$ cat config.mk
export PLATFORM = sky130hd
export DESIGN_NAME = binary_heap_priority_queue
export DESIGN_NICKNAME = d
export VERILOG_FILES = /design/src/design/bhpq_pkg.sv /design/src/design/bhpq_front.sv /design/src/design/bhpq_engine.sv /design/src/design/binary_heap_priority_queue.sv
export SDC_FILE = /design/constraint.sdc
export NUM_CORES = 2
export LEC_CHECK = 0
export ABC_AREA = 0
export BUFFER_PORTS_ARGS = -buffer_cell sky130_fd_sc_hd__clkbuf_2
export CORE_MARGIN = 3
export CORE_UTILIZATION = 35
export CTS_BUF_LIST = sky130_fd_sc_hd__clkbuf_16
export DETAILED_ROUTE_END_ITERATION = 16
export GPL_ROUTABILITY_DRIVEN = 0
export SLEW_MARGIN = 10
export SYNTH_ARGS = -nofsm -noshare
export SYNTH_HDL_FRONTEND = slang
export SYNTH_HIERARCHICAL = 1
export SYNTH_SLANG_ARGS = --single-unit
$ cat constraint.sdc
create_clock -name clk -period 14.7 [get_ports clk]
set_input_delay 1.47 -clock clk [delete_from_list [all_inputs] [get_ports clk]]
set_output_delay 1.47 -clock clk [all_outputs]
set_load 0.005 [all_outputs]
$ cat src/design/bhpq_pkg.sv
// ----------------------------------------------------------------------------
// bhpq_pkg
// Types and constants shared by the binary heap priority queue modules.
// ----------------------------------------------------------------------------
package bhpq_pkg;

  localparam int KEY_W = 32;
  localparam int TAG_W = 16;
  localparam int ELEM_W = KEY_W + TAG_W;
  localparam int OCC_W = 7;

  typedef enum logic [0:0] {
    CMD_PUSH = 1'b0,
    CMD_POP  = 1'b1
  } cmd_t;

  typedef enum logic [1:0] {
    ST_OK    = 2'd0,
    ST_EMPTY = 2'd1,
    ST_FULL  = 2'd2
  } status_t;

  typedef struct packed {
    logic               cmd;
    logic signed [31:0] key;
    logic [15:0]        tag;
  } in_item_t;

  typedef struct packed {
    logic signed [31:0] out_key;
    logic [15:0]        out_tag;
    logic               out_valid;
    logic [1:0]         status;
    logic [6:0]         occupancy;
  } out_item_t;

  // queued operation from front to back
  typedef struct packed {
    logic               cmd;
    logic signed [31:0] key;
    logic [15:0]        tag;
  } op_t;

  // a goes strictly above b under the selected order
  function automatic logic goes_before(input logic [ELEM_W-1:0] a,
                                       input logic [ELEM_W-1:0] b,
                                       input logic max_first);
    logic [ELEM_W-1:0] ra;
    logic [ELEM_W-1:0] rb;
    ra = {~a[ELEM_W-1], a[ELEM_W-2:0]};
    rb = {~b[ELEM_W-1], b[ELEM_W-2:0]};
    return max_first ? (ra > rb) : (ra < rb);
  endfunction

endpackage

$ cat src/design/bhpq_front.sv
// ----------------------------------------------------------------------------
// bhpq_front
// Input stage: accepts items and holds them in a short queue for the engine.
// ----------------------------------------------------------------------------
module bhpq_front import bhpq_pkg::*; (
  input  logic     clk,
  input  logic     rst_n,
  input  logic     in_valid,
  output logic     in_stall,
  input  in_item_t in_data,
  output logic     q_valid,
  output op_t      q_op,
  input  logic     q_take
);

  localparam int QD = 2;

  op_t        mem_r [QD];
  logic       wp_r, wp_nxt, rp_r, rp_nxt;
  logic [1:0] cnt_r, cnt_nxt;
  logic       push, pop;

  assign in_stall = (cnt_r == 2'(QD));
  assign push     = in_valid && !in_stall;
  assign q_valid  = (cnt_r != 2'd0);
  assign pop      = q_valid && q_take;
  assign q_op     = mem_r[rp_r];

  always_comb begin
    wp_nxt  = push ? ~wp_r : wp_r;
    rp_nxt  = pop ? ~rp_r : rp_r;
    cnt_nxt = cnt_r + {1'b0, push} - {1'b0, pop};
  end

  always_ff @(posedge clk) begin
    if (!rst_n) begin
      wp_r  <= 1'b0;
      rp_r  <= 1'b0;
      cnt_r <= 2'd0;
    end else begin
      wp_r  <= wp_nxt;
      rp_r  <= rp_nxt;
      cnt_r <= cnt_nxt;
    end
  end

  always_ff @(posedge clk) begin
    if (push) begin
      mem_r[wp_r] <= '{cmd: in_data.cmd, key: in_data.key, tag: in_data.tag};
    end
  end

endmodule

$ cat src/design/bhpq_engine.sv
// ----------------------------------------------------------------------------
// bhpq_engine
// Heap engine: runs sift-up and sift-down over a one-port-write memory.
// ----------------------------------------------------------------------------
module bhpq_engine import bhpq_pkg::*; #(
  parameter int CAPACITY = 64
) (
  input  logic      clk,
  input  logic      rst_n,
  input  logic      order_mode,
  input  logic      q_valid,
  input  op_t       q_op,
  output logic      q_take,
  output logic      out_valid,
  input  logic      out_stall,
  output out_item_t out_data
);

  localparam int AW = (CAPACITY > 2) ? $clog2(CAPACITY) : 1;
  localparam int CW = $clog2(CAPACITY + 1);

  typedef enum logic [7:0] {
    S_IDLE  = 8'b00000001,
    S_UPRD  = 8'b00000010,
    S_UPCMP = 8'b00000100,
    S_DNRDL = 8'b00001000,
    S_DNRDR = 8'b00010000,
    S_DNCMP = 8'b00100000,
    S_WRAP  = 8'b01000000,
    S_OUT   = 8'b10000000
  } state_t;

  state_t state_r, state_nxt;

  logic [ELEM_W-1:0] mem_r [CAPACITY];
  logic [ELEM_W-1:0] rd_r;
  logic [AW-1:0]     raddr;
  logic              we;
  logic [AW-1:0]     waddr;
  logic [ELEM_W-1:0] wdata;

  logic [CW-1:0]     cnt_r, cnt_nxt;
  logic [CW:0]       pos_r, pos_nxt;
  logic [ELEM_W-1:0] cur_r, cur_nxt;
  logic [ELEM_W-1:0] lv_r, lv_nxt;
  logic              has_r_r, has_r_nxt;
  logic              lok_r, lok_nxt;
  out_item_t         res_r, res_nxt;
  logic              ov_r, ov_nxt;

  logic [CW:0] up_idx, lch, rch;
  logic [ELEM_W-1:0] in_elem;

  assign in_elem = {q_op.key, q_op.tag};
  assign up_idx  = (pos_r - 1'b1) >> 1;
  assign lch     = {pos_r[CW-1:0], 1'b1};
  assign rch     = lch + 1'b1;

  always_ff @(posedge clk) begin
    if (we) mem_r[waddr] <= wdata;
    rd_r <= mem_r[raddr];
  end

  assign out_valid = ov_r;
  assign out_data  = res_r;
  assign q_take    = (state_r == S_IDLE) && q_valid && !ov_r;

  always_comb begin
    state_nxt = state_r;
    cnt_nxt   = cnt_r;
    pos_nxt   = pos_r;
    cur_nxt   = cur_r;
    lv_nxt    = lv_r;
    has_r_nxt = has_r_r;
    lok_nxt   = lok_r;
    res_nxt   = res_r;
    ov_nxt    = ov_r && out_stall;
    raddr     = '0;
    we        = 1'b0;
    waddr     = '0;
    wdata     = cur_r;
    case (state_r)
      S_IDLE: begin
        if (q_take) begin
          res_nxt = '0;
          if (q_op.cmd == CMD_PUSH) begin
            if (cnt_r == CW'(CAPACITY)) begin
              res_nxt.status    = ST_FULL;
              res_nxt.occupancy = OCC_W'(cnt_r);
              state_nxt = S_OUT;
            end else begin
              cur_nxt = in_elem;
              pos_nxt = (CW+1)'(cnt_r);
              cnt_nxt = cnt_r + 1'b1;
              res_nxt.occupancy = OCC_W'(cnt_r + 1'b1);
              state_nxt = S_UPRD;
            end
          end else begin
            if (cnt_r == '0) begin
              res_nxt.status = ST_EMPTY;
              state_nxt = S_OUT;
            end else begin
              // read the root; the last element comes after it
              raddr     = '0;
              cnt_nxt   = cnt_r - 1'b1;
              res_nxt.occupancy = OCC_W'(cnt_r - 1'b1);
              res_nxt.out_valid = 1'b1;
              pos_nxt   = '0;
              state_nxt = S_WRAP;
            end
          end
        end
      end
      S_UPRD: begin
        if (pos_r == '0) begin
          we = 1'b1; waddr = AW'(pos_r); state_nxt = S_OUT;
        end else begin
          raddr = AW'(up_idx);
          state_nxt = S_UPCMP;
        end
      end
      S_UPCMP: begin
        if (goes_before(cur_r, rd_r, order_mode)) begin
          we = 1'b1; waddr = AW'(pos_r); wdata = rd_r;
          pos_nxt = up_idx;
          state_nxt = S_UPRD;
        end else begin
          we = 1'b1; waddr = AW'(pos_r); state_nxt = S_OUT;
        end
      end
      S_WRAP: begin
        // rd_r has the root: report it, then fetch the last element
        if (!lok_r) begin
          res_nxt.out_key = rd_r[ELEM_W-1:TAG_W];
          res_nxt.out_tag = rd_r[TAG_W-1:0];
          raddr   = AW'(cnt_r);
          lok_nxt = 1'b1;
        end else begin
          lok_nxt = 1'b0;
          cur_nxt = rd_r;
          if (cnt_r == '0) state_nxt = S_OUT;
          else state_nxt = S_DNRDL;
        end
      end
      S_DNRDL: begin
        if (lch >= (CW+1)'(cnt_r)) begin
          we = 1'b1; waddr = AW'(pos_r); state_nxt = S_OUT;
        end else begin
          raddr = AW'(lch);
          has_r_nxt = (rch < (CW+1)'(cnt_r));
          state_nxt = S_DNRDR;
        end
      end
      S_DNRDR: begin
        lv_nxt = rd_r;
        raddr  = AW'(rch);
        state_nxt = S_DNCMP;
      end
      S_DNCMP: begin
        if (has_r_r && goes_before(rd_r, lv_r, order_mode)) begin
          if (goes_before(rd_r, cur_r, order_mode)) begin
            we = 1'b1; waddr = AW'(pos_r); wdata = rd_r;
            pos_nxt = rch; state_nxt = S_DNRDL;
          end else begin
            we = 1'b1; waddr = AW'(pos_r); state_nxt = S_OUT;
          end
        end else if (goes_before(lv_r, cur_r, order_mode)) begin
          we = 1'b1; waddr = AW'(pos_r); wdata = lv_r;
          pos_nxt = lch; state_nxt = S_DNRDL;
        end else begin
          we = 1'b1; waddr = AW'(pos_r); state_nxt = S_OUT;
        end
      end
      S_OUT: begin
        if (!ov_r) begin
          ov_nxt = 1'b1;
          state_nxt = S_IDLE;
        end
      end
      default: state_nxt = S_IDLE;
    endcase
  end

  always_ff @(posedge clk) begin
    if (!rst_n) begin
      state_r <= S_IDLE;
      cnt_r   <= '0;
      ov_r    <= 1'b0;
      lok_r   <= 1'b0;
    end else begin
      state_r <= state_nxt;
      cnt_r   <= cnt_nxt;
      ov_r    <= ov_nxt;
      lok_r   <= lok_nxt;
    end
  end

  always_ff @(posedge clk) begin
    pos_r   <= pos_nxt;
    cur_r   <= cur_nxt;
    lv_r    <= lv_nxt;
    has_r_r <= has_r_nxt;
    res_r   <= res_nxt;
  end

endmodule

$ cat src/design/binary_heap_priority_queue.sv
// ----------------------------------------------------------------------------
// binary_heap_priority_queue
// Binary heap priority queue with push and pop, min-first or max-first.
// ----------------------------------------------------------------------------
// Input channel in_valid/in_stall/in_data carries one command per beat: a push
// of a key and tag, or a pop. Each beat produces exactly one result beat on
// out_valid/out_stall/out_data with the popped element (if any), a status and
// the element count after the command.
// A two-entry queue takes input beats while the heap engine works. The engine
// handles one command at a time over a memory with one write port and
// registered reads: a push reads the parent and compares once per level climbed,
// a pop reads the root and then the last element, and reads both children and
// compares once per level descended; rejected commands go straight to the result.
// The result register holds while out_stall is high; the engine then waits
// before taking the next command, and the queue fills and raises in_stall.
// cfg_we writes order_mode (0 smallest first, 1 largest first); write it only
// while idle. Synchronous reset empties the heap and clears order_mode.
module binary_heap_priority_queue import bhpq_pkg::*; #(
  parameter int CAPACITY = 64
) (
  input  logic      clk,
  input  logic      rst_n,
  input  logic      in_valid,
  output logic      in_stall,
  input  in_item_t  in_data,
  output logic      out_valid,
  input  logic      out_stall,
  output out_item_t out_data,
  input  logic      cfg_we,
  input  logic      cfg_wdata
);

  logic order_r;
  logic q_valid, q_take;
  op_t  q_op;

  always_ff @(posedge clk) begin
    if (!rst_n) order_r <= 1'b0;
    else if (cfg_we) order_r <= cfg_wdata;
  end

  bhpq_front u_front (
    .clk, .rst_n, .in_valid, .in_stall, .in_data,
    .q_valid, .q_op, .q_take
  );

  bhpq_engine #(.CAPACITY(CAPACITY)) u_engine (
    .clk, .rst_n, .order_mode(order_r), .q_valid, .q_op, .q_take,
    .out_valid, .out_stall, .out_data
  );

endmodule

== After elaboration in Yosys (flattened, before gate mapping) ==
Memories as Yosys holds them, arrays and structs flattened. A register that Yosys moved wholly into a read port is not among the register bits.
Index checks and enable logic that the tools add are counted.
Word-level totals
  logic and storage cells: 152
  memories kept: 2
  register bits: 185
  output and inout bits: 60
  RAM bits: 3170
  input port bits: 55
Memory list
  u_engine.mem_r: depth 64, width 48, rd ports 1, clocked after memory_dff 1, wr ports 1, line bhpq_engine.sv:35  | logic [ELEM_W-1:0] mem_r [CAPACITY];
  u_front.mem_r: depth 2, width 49, rd ports 1, clocked after memory_dff 1, wr ports 1, line bhpq_front.sv:18  | op_t mem_r [QD];
Cells by class
  bitwise logic cells: 6
  magnitude comparators: 10
  muxes and demuxes: 68
  equal/unequal tests: 22
  add/sub/neg operators: 6
  reductions and logical operators: 21
Operator list (number)
  $mux W48: 9
  $pmux W48 S2: 3
  $gt A48 B48 Y1: 4
  $lt A48 B48 Y1: 4
  $mux W8: 21
  $pmux W8 S8: 1
  $mux W58: 1
  $mux W6: 5
  $mux W7: 4
  $pmux W6 S4: 1
  $pmux W8 S3: 1
  $mux W1: 18
  $pmux W6 S3: 1
  $ne A2 B2 Y1 const B: 6
  $mux W9: 1
  $reduce_and A3 Y1: 3
  $add A8 B1 Y8 const B: 1
  $eq A8 B1 Y1 const B: 1
  $eq A8 B2 Y1 const B: 1
  $eq A8 B3 Y1 const B: 1
  $eq A8 B4 Y1 const B: 1
  $eq A8 B5 Y1 const B: 1
  $eq A8 B6 Y1 const B: 1
  $eq A8 B7 Y1 const B: 1
  other kinds (27): 42

== Depth between registers and ports, before layout ==
  depth in word-level cells: 6
  gate-level depth with buffers: 18
  depth with buffers taken out: 12

== By module ==
The synthesis kept the hierarchy.
Modules (own cells, without submodules)
  bhpq_engine: area each 132412.0 um^2, instances 1, cells each 8774
  bhpq_front: area each 3817.4 um^2, instances 1, cells each 179
  binary_heap_priority_queue: area each 36.3 um^2, instances 1, cells each 3

== Worst setup path before layout ==
Ideal clock, no wire load.
  path kind: flip-flop to flip-flop
  start point: register u_engine.state_r[1]
  end point: register u_engine.cur_r[0] (enable)
  period minus slack after synthesis: 5.614 ns
  setup time: 0.520 ns
  arrival time: 5.093 ns
  cell stages (with the launch flop): 5
  setup slack: 9.086 ns
  required time: 14.180 ns
  buffers on the path: 0
  cell sequence: dfxtp_1 -> or4_1 -> nor4b_1 -> nand2_1 -> o21ai_0
Between the ends
  word-level cells in the longest chain between the ends: 5
RTL lines
  start: declaration: line bhpq_engine.sv:33  | state_t state_r, state_nxt;
  start signal: assignment: line bhpq_engine.sv:191  | state_r <= state_nxt;
  $eq A8 B1 Y1: line bhpq_engine.sv:66, bhpq_engine.sv:82
  $logic_and A1 B1 Y1 (2 in a row): line bhpq_engine.sv:66  | assign q_take = (state_r == S_IDLE) && q_valid && !ov_r;
  $ne A2 B2 Y1 (no line)
  $reduce_and A5 Y1 (no line) *
  end signal: assignment: line bhpq_engine.sv:200  | cur_r <= cur_nxt;
  end: declaration: line bhpq_engine.sv:44  | logic [ELEM_W-1:0] cur_r, cur_nxt;
Mark *: on every way between the ends. The rest lies on a longest branch, timed or not.
A chain may end at the register's enable or synchronous reset.

== Worst setup path after layout ==
  start point: register u_engine.pos_r[4]
  end point: register u_engine.rd_r[20], read port of u_engine.mem_r
Between the ends
  word-level cells in the longest chain between the ends: 3
RTL lines
  start: declaration: line bhpq_engine.sv:43  | logic [CW:0] pos_r, pos_nxt;
  start signal: assignment: line bhpq_engine.sv:199  | pos_r <= pos_nxt;
  $sub A8 B1 Y8 (tied with other cells): line bhpq_engine.sv:55  | assign up_idx = (pos_r - 1'b1) >> 1;
  $mux W6, on equally long branches: line bhpq_engine.sv:115, bhpq_engine.sv:146
  $pmux W6 S4 *: line bhpq_engine.sv:82  | case (state_r)
  end: declaration: line bhpq_engine.sv:36  | logic [ELEM_W-1:0] rd_r;
Marks and branches as above.

==> results.sh <==
export IMPL_status="finished clean"
export IMPL_fin_area_mm2=0.155
export IMPL_yosysTopAreaCell="edfxtp_1"
export IMPL_synth_area_mm2=0.136
export IMPL_min_path_type="reg -> reg"
export IMPL_ys_async_sr_fraction_pct=0
export IMPL_cts_setup_buffers=0
export IMPL_path_max_fanout=122
export IMPL_tightest_slew_ns=1.34
export IMPL_endpoint="u_engine/rd_r[20]"
export IMPL_firstDrtPassIters=6
export IMPL_insertion_delay_ns=0.91
export IMPL_cts_tree="built"
export IMPL_period_minus_slack_ns=7.04
export IMPL_drv_slew=0
export IMPL_p_int_w=0.0177
export IMPL_pwr_share_seq_pct=50.2
export IMPL_yosysMostFrequentCell="edfxtp_1"
export IMPL_swShare_pct=26.9
export IMPL_cp_start_kind="register"
export IMPL_synthFlopType="edfxtp_1"
export IMPL_cellLeakagePower_nw=51.9
export IMPL_synth_seq_cells=3404
export IMPL_io_buffer_count=114
export IMPL_synthTopCellsByArea="edfxtp_1 (73%), nand2_1 (4.7%), mux4_2 (4.1%)"
export IMPL_synth_cell_types=79
export IMPL_crit_type="reg -> reg"
export IMPL_p_sw_w=0.00651
export IMPL_ys_warn_count=6
export IMPL_holdBufCountCts=0
export IMPL_powerDensity_mw_per_mm2=156
export IMPL_end_kind="register"
export IMPL_r2r_end="u_engine/rd_r[20]"
export IMPL_ios=115
export IMPL_cpPeakStageDelay_ns=0.96
export IMPL_finalHoldViolCount=0
export IMPL_max_freq_mhz=142
export IMPL_core_area_mm2=0.387
export IMPL_clockRootBuffer="clkbuf_16"
export IMPL_timing_reg2reg_setup_slack_ns=7.66
export IMPL_crit_chain="nor4_1 > a2111o_2 > and2_1 > o21a_4 > buf_4 > buf_12 > buf_4 > a21oi_1 > a22oi_1 > o22ai_1 > nor3_1 > nand2_1 > nand3_1"
export IMPL_start_util_pct=35.3
export IMPL_cts_resized=0
export IMPL_synth_cells=8956
export IMPL_synth_common_cells="edfxtp_1 (3333), nand2_1 (1703), nand3_1 (462), a21oi_1 (413), clkbuf_1 (286)"
export IMPL_vias_per_cell=5.73
export IMPL_drc=0
export IMPL_fin_nets=9312
export IMPL_path_common_cell="buf_4"
export IMPL_die_area_mm2=0.397
export IMPL_grt_pass1_wl_um=585000
export IMPL_die_y_um=630
export IMPL_synth_edf_count=3333
export IMPL_syn_area_per_cell_um2=15.2
export IMPL_num_vias=83400
export IMPL_fin_tns_setup_ns=0
export IMPL_clkSinkCount=3404
export IMPL_relSlewSlack_pct=10.0
export IMPL_grt_pass1_vias=80200
export IMPL_dpl_cell_area_mm2=0.143
export IMPL_cts_buffer_depth=4
export IMPL_crit_start="u_engine/pos_r[4]"
export IMPL_ir_drop_uv=127
export IMPL_syn_num_nets=9174
export IMPL_grt_max_degree=154
export IMPL_finalWorstSetupSlack_ns=7.66
export IMPL_drv_cap=0
export IMPL_combPwrFrac_pct=14.1
export IMPL_htree_levels=5
export IMPL_finalSetupViolCount=0
export IMPL_crit_arrival_ns=7.85
export IMPL_drive_above_1_share_pct=13.8
export IMPL_drtIter0Drc=11100
export IMPL_worstPathRequired_ns=15.51
export IMPL_gr_total_overflow=0
export IMPL_drt_total_wl_um=409000
export IMPL_finalClockSkew_ns=0.0714
export IMPL_cts_buffers=347
export IMPL_rr_worst_depth=13
export IMPL_fin_crit_sh_pct=47.9
export IMPL_rsz0062_at_grt="false"
export IMPL_routedWlPerCell_um=28.1
export IMPL_core_rowCount=228
export IMPL_syn_to_final_growth_pct=13.5
export IMPL_dp_hpwl_um=227000
export IMPL_antenna_found_initial=26
export IMPL_pre_cts_slack_ns=7.86
export IMPL_utilization_pct=40.0
export IMPL_grt_use_total_pct=20.0
export IMPL_path_clk_slew_ns=0.06
export IMPL_synth_top_area_share_pct=73.4
export IMPL_cpMaxStageDelayCell="nor3_1"
export IMPL_clockPowerShare_pct=35.8
export IMPL_ys_seq_area_share_pct=74.5
export IMPL_ant_nets=0
export IMPL_r2r_start="u_engine/pos_r[4]"
export IMPL_die_w_um=630
worst min-delay path by stage:
stage | from | depth (start not counted) | endpoint
floorplan | u_engine/rd_r[0] | 0 | u_engine/lv_r[0]
global placement | u_front/rp_r | 2 | register
detailed placement | u_front/rp_r | 2 | register
CTS | u_front/rp_r | 2 | register
global route | u_engine/rd_r[5] | 0 | u_engine/lv_r[5]
finish | u_front/cnt_r[1] | 2 | u_front/cnt_r[1]
power by group through the flow:
stage          Sequential, W  Combinational [W]  Clock (W)
3_3_place_gp          0.0123            0.00325          0
5_1_grt               0.0121            0.00367    0.00916
2_1_floorplan         0.0121            0.00200          0
4_1_cts               0.0121            0.00336    0.00876
3_5_place_dp          0.0123            0.00335          0
6_report              0.0121            0.00340    0.00865
per-stage QoR:
stage | cells | hold WS, ns | power, W
global placement | 13900 | 0.496 | 0.0156
finish | 14600 | 0.539 | 0.0242
global route | 14600 | 0.570 | 0.0250
floorplan | 8956 | 0.431 | 0.0141
detailed placement | 13900 | 0.530 | 0.0157
CTS | 14500 | 0.541 | 0.0242
state kept, by name (all words and copies together) (netlist names), named ones only:
register	count
u_engine/mem_r	3072
u_front/mem_r	98
u_engine/out_data	58
u_engine/cur_r	48
u_engine/lv_r	48
u_engine/rd_r	48
u_engine/pos_r	8
u_engine/state_r	8
u_engine/cnt_r	7
u_front/cnt_r	2
order_r	1
u_engine/has_r_r	1
u_engine/lok_r	1
u_engine/out_valid	1
u_front/rp_r	1
u_front/wp_r	1
worst max-delay path: cells and delay by family, from the launching register on:
| family | cells | cell delay (ns) |
|---|---|---|
| AOI/OAI and AO/OA | 5 | 1.58 |
| buffers and inverters | 3 | 1.89 |
| and+or+nand+nor | 5 | 2.52 |
| DFF | 1 | 0.67 |
area by class of cell:
| class | instances | area, um2 |
|---|---|---|
| diodes | 11 | 27.5 |
| clock buffers | 357 | 8930 |
| clock inverters | 270 | 2140 |
| fillers | 34700 | 232000 |
| inverters | 120 | 450 |
| multi-input cells | 4878 | 32700 |
| flip-flops and latches | 3404 | 102000 |
| well taps | 5175 | 6470 |
| repair buffers | 343 | 2400 |
cell usage in the layout, fill, tap and decap left out, types with 33 or more instances in the layout:
| cell type | synthesis | final |
|---|---|---|
| edfxtp_1 | 3333 | 3333 |
| nand2_1 | 1703 | 1699 |
| nand3_1 | 462 | 460 |
| a21oi_1 | 413 | 410 |
| clkbuf_16 | 0 | 357 |
| mux4_2 | 248 | 248 |
| buf_4 | 17 | 220 |
| a22oi_1 | 203 | 203 |
| and3_1 | 199 | 198 |
| inv_1 | 118 | 197 |
| mux2i_1 | 179 | 179 |
| a31oi_1 | 169 | 168 |
| ha_1 | 163 | 163 |
| o21ai_0 | 130 | 129 |
| nor2_1 | 192 | 118 |
| clkbuf_2 | 0 | 114 |
| a221oi_1 | 85 | 85 |
| clkinv_1 | 2 | 84 |
| o22ai_1 | 79 | 79 |
| nor2_4 | 0 | 71 |
| dfxtp_1 | 71 | 70 |
| nor3_1 | 72 | 69 |
| a21o_1 | 61 | 60 |
| clkinv_2 | 0 | 52 |
| a221o_2 | 0 | 40 |
| mux2_2 | 40 | 40 |
| a32o_1 | 39 | 39 |
| bufinv_16 | 0 | 34 |
| o21ai_1 | 37 | 34 |
| a32oi_1 | 33 | 33 |
| o32ai_1 | 33 | 33 |
routing by layer:
metal  up-vias  part of all wire, %  GRT usage, %
li1      34900                    -             -
met4        10                  2.7          5.57
met5         -                0.016             0
met3       654                   11          4.30
met1     43200                   40          27.8
met2      4673                   46          31.7
kinds of logic (layout without fill, tap and decap cells):
family	Yosys count	after routing	share of synthesized area, %
DFF	3404	3404	74.5
and+or+nand+nor	2773	2773	8.82
AOI/OAI and AO/OA	1442	1442	7.02
buffers and inverters	674	1090	2.16
muxes	477	477	5.85
adders and majority gates	163	163	1.50
xor gates and xnor gates	23	23	0.148
other	0	11	0
Note: power is estimated with default switching activity, not from simulation.
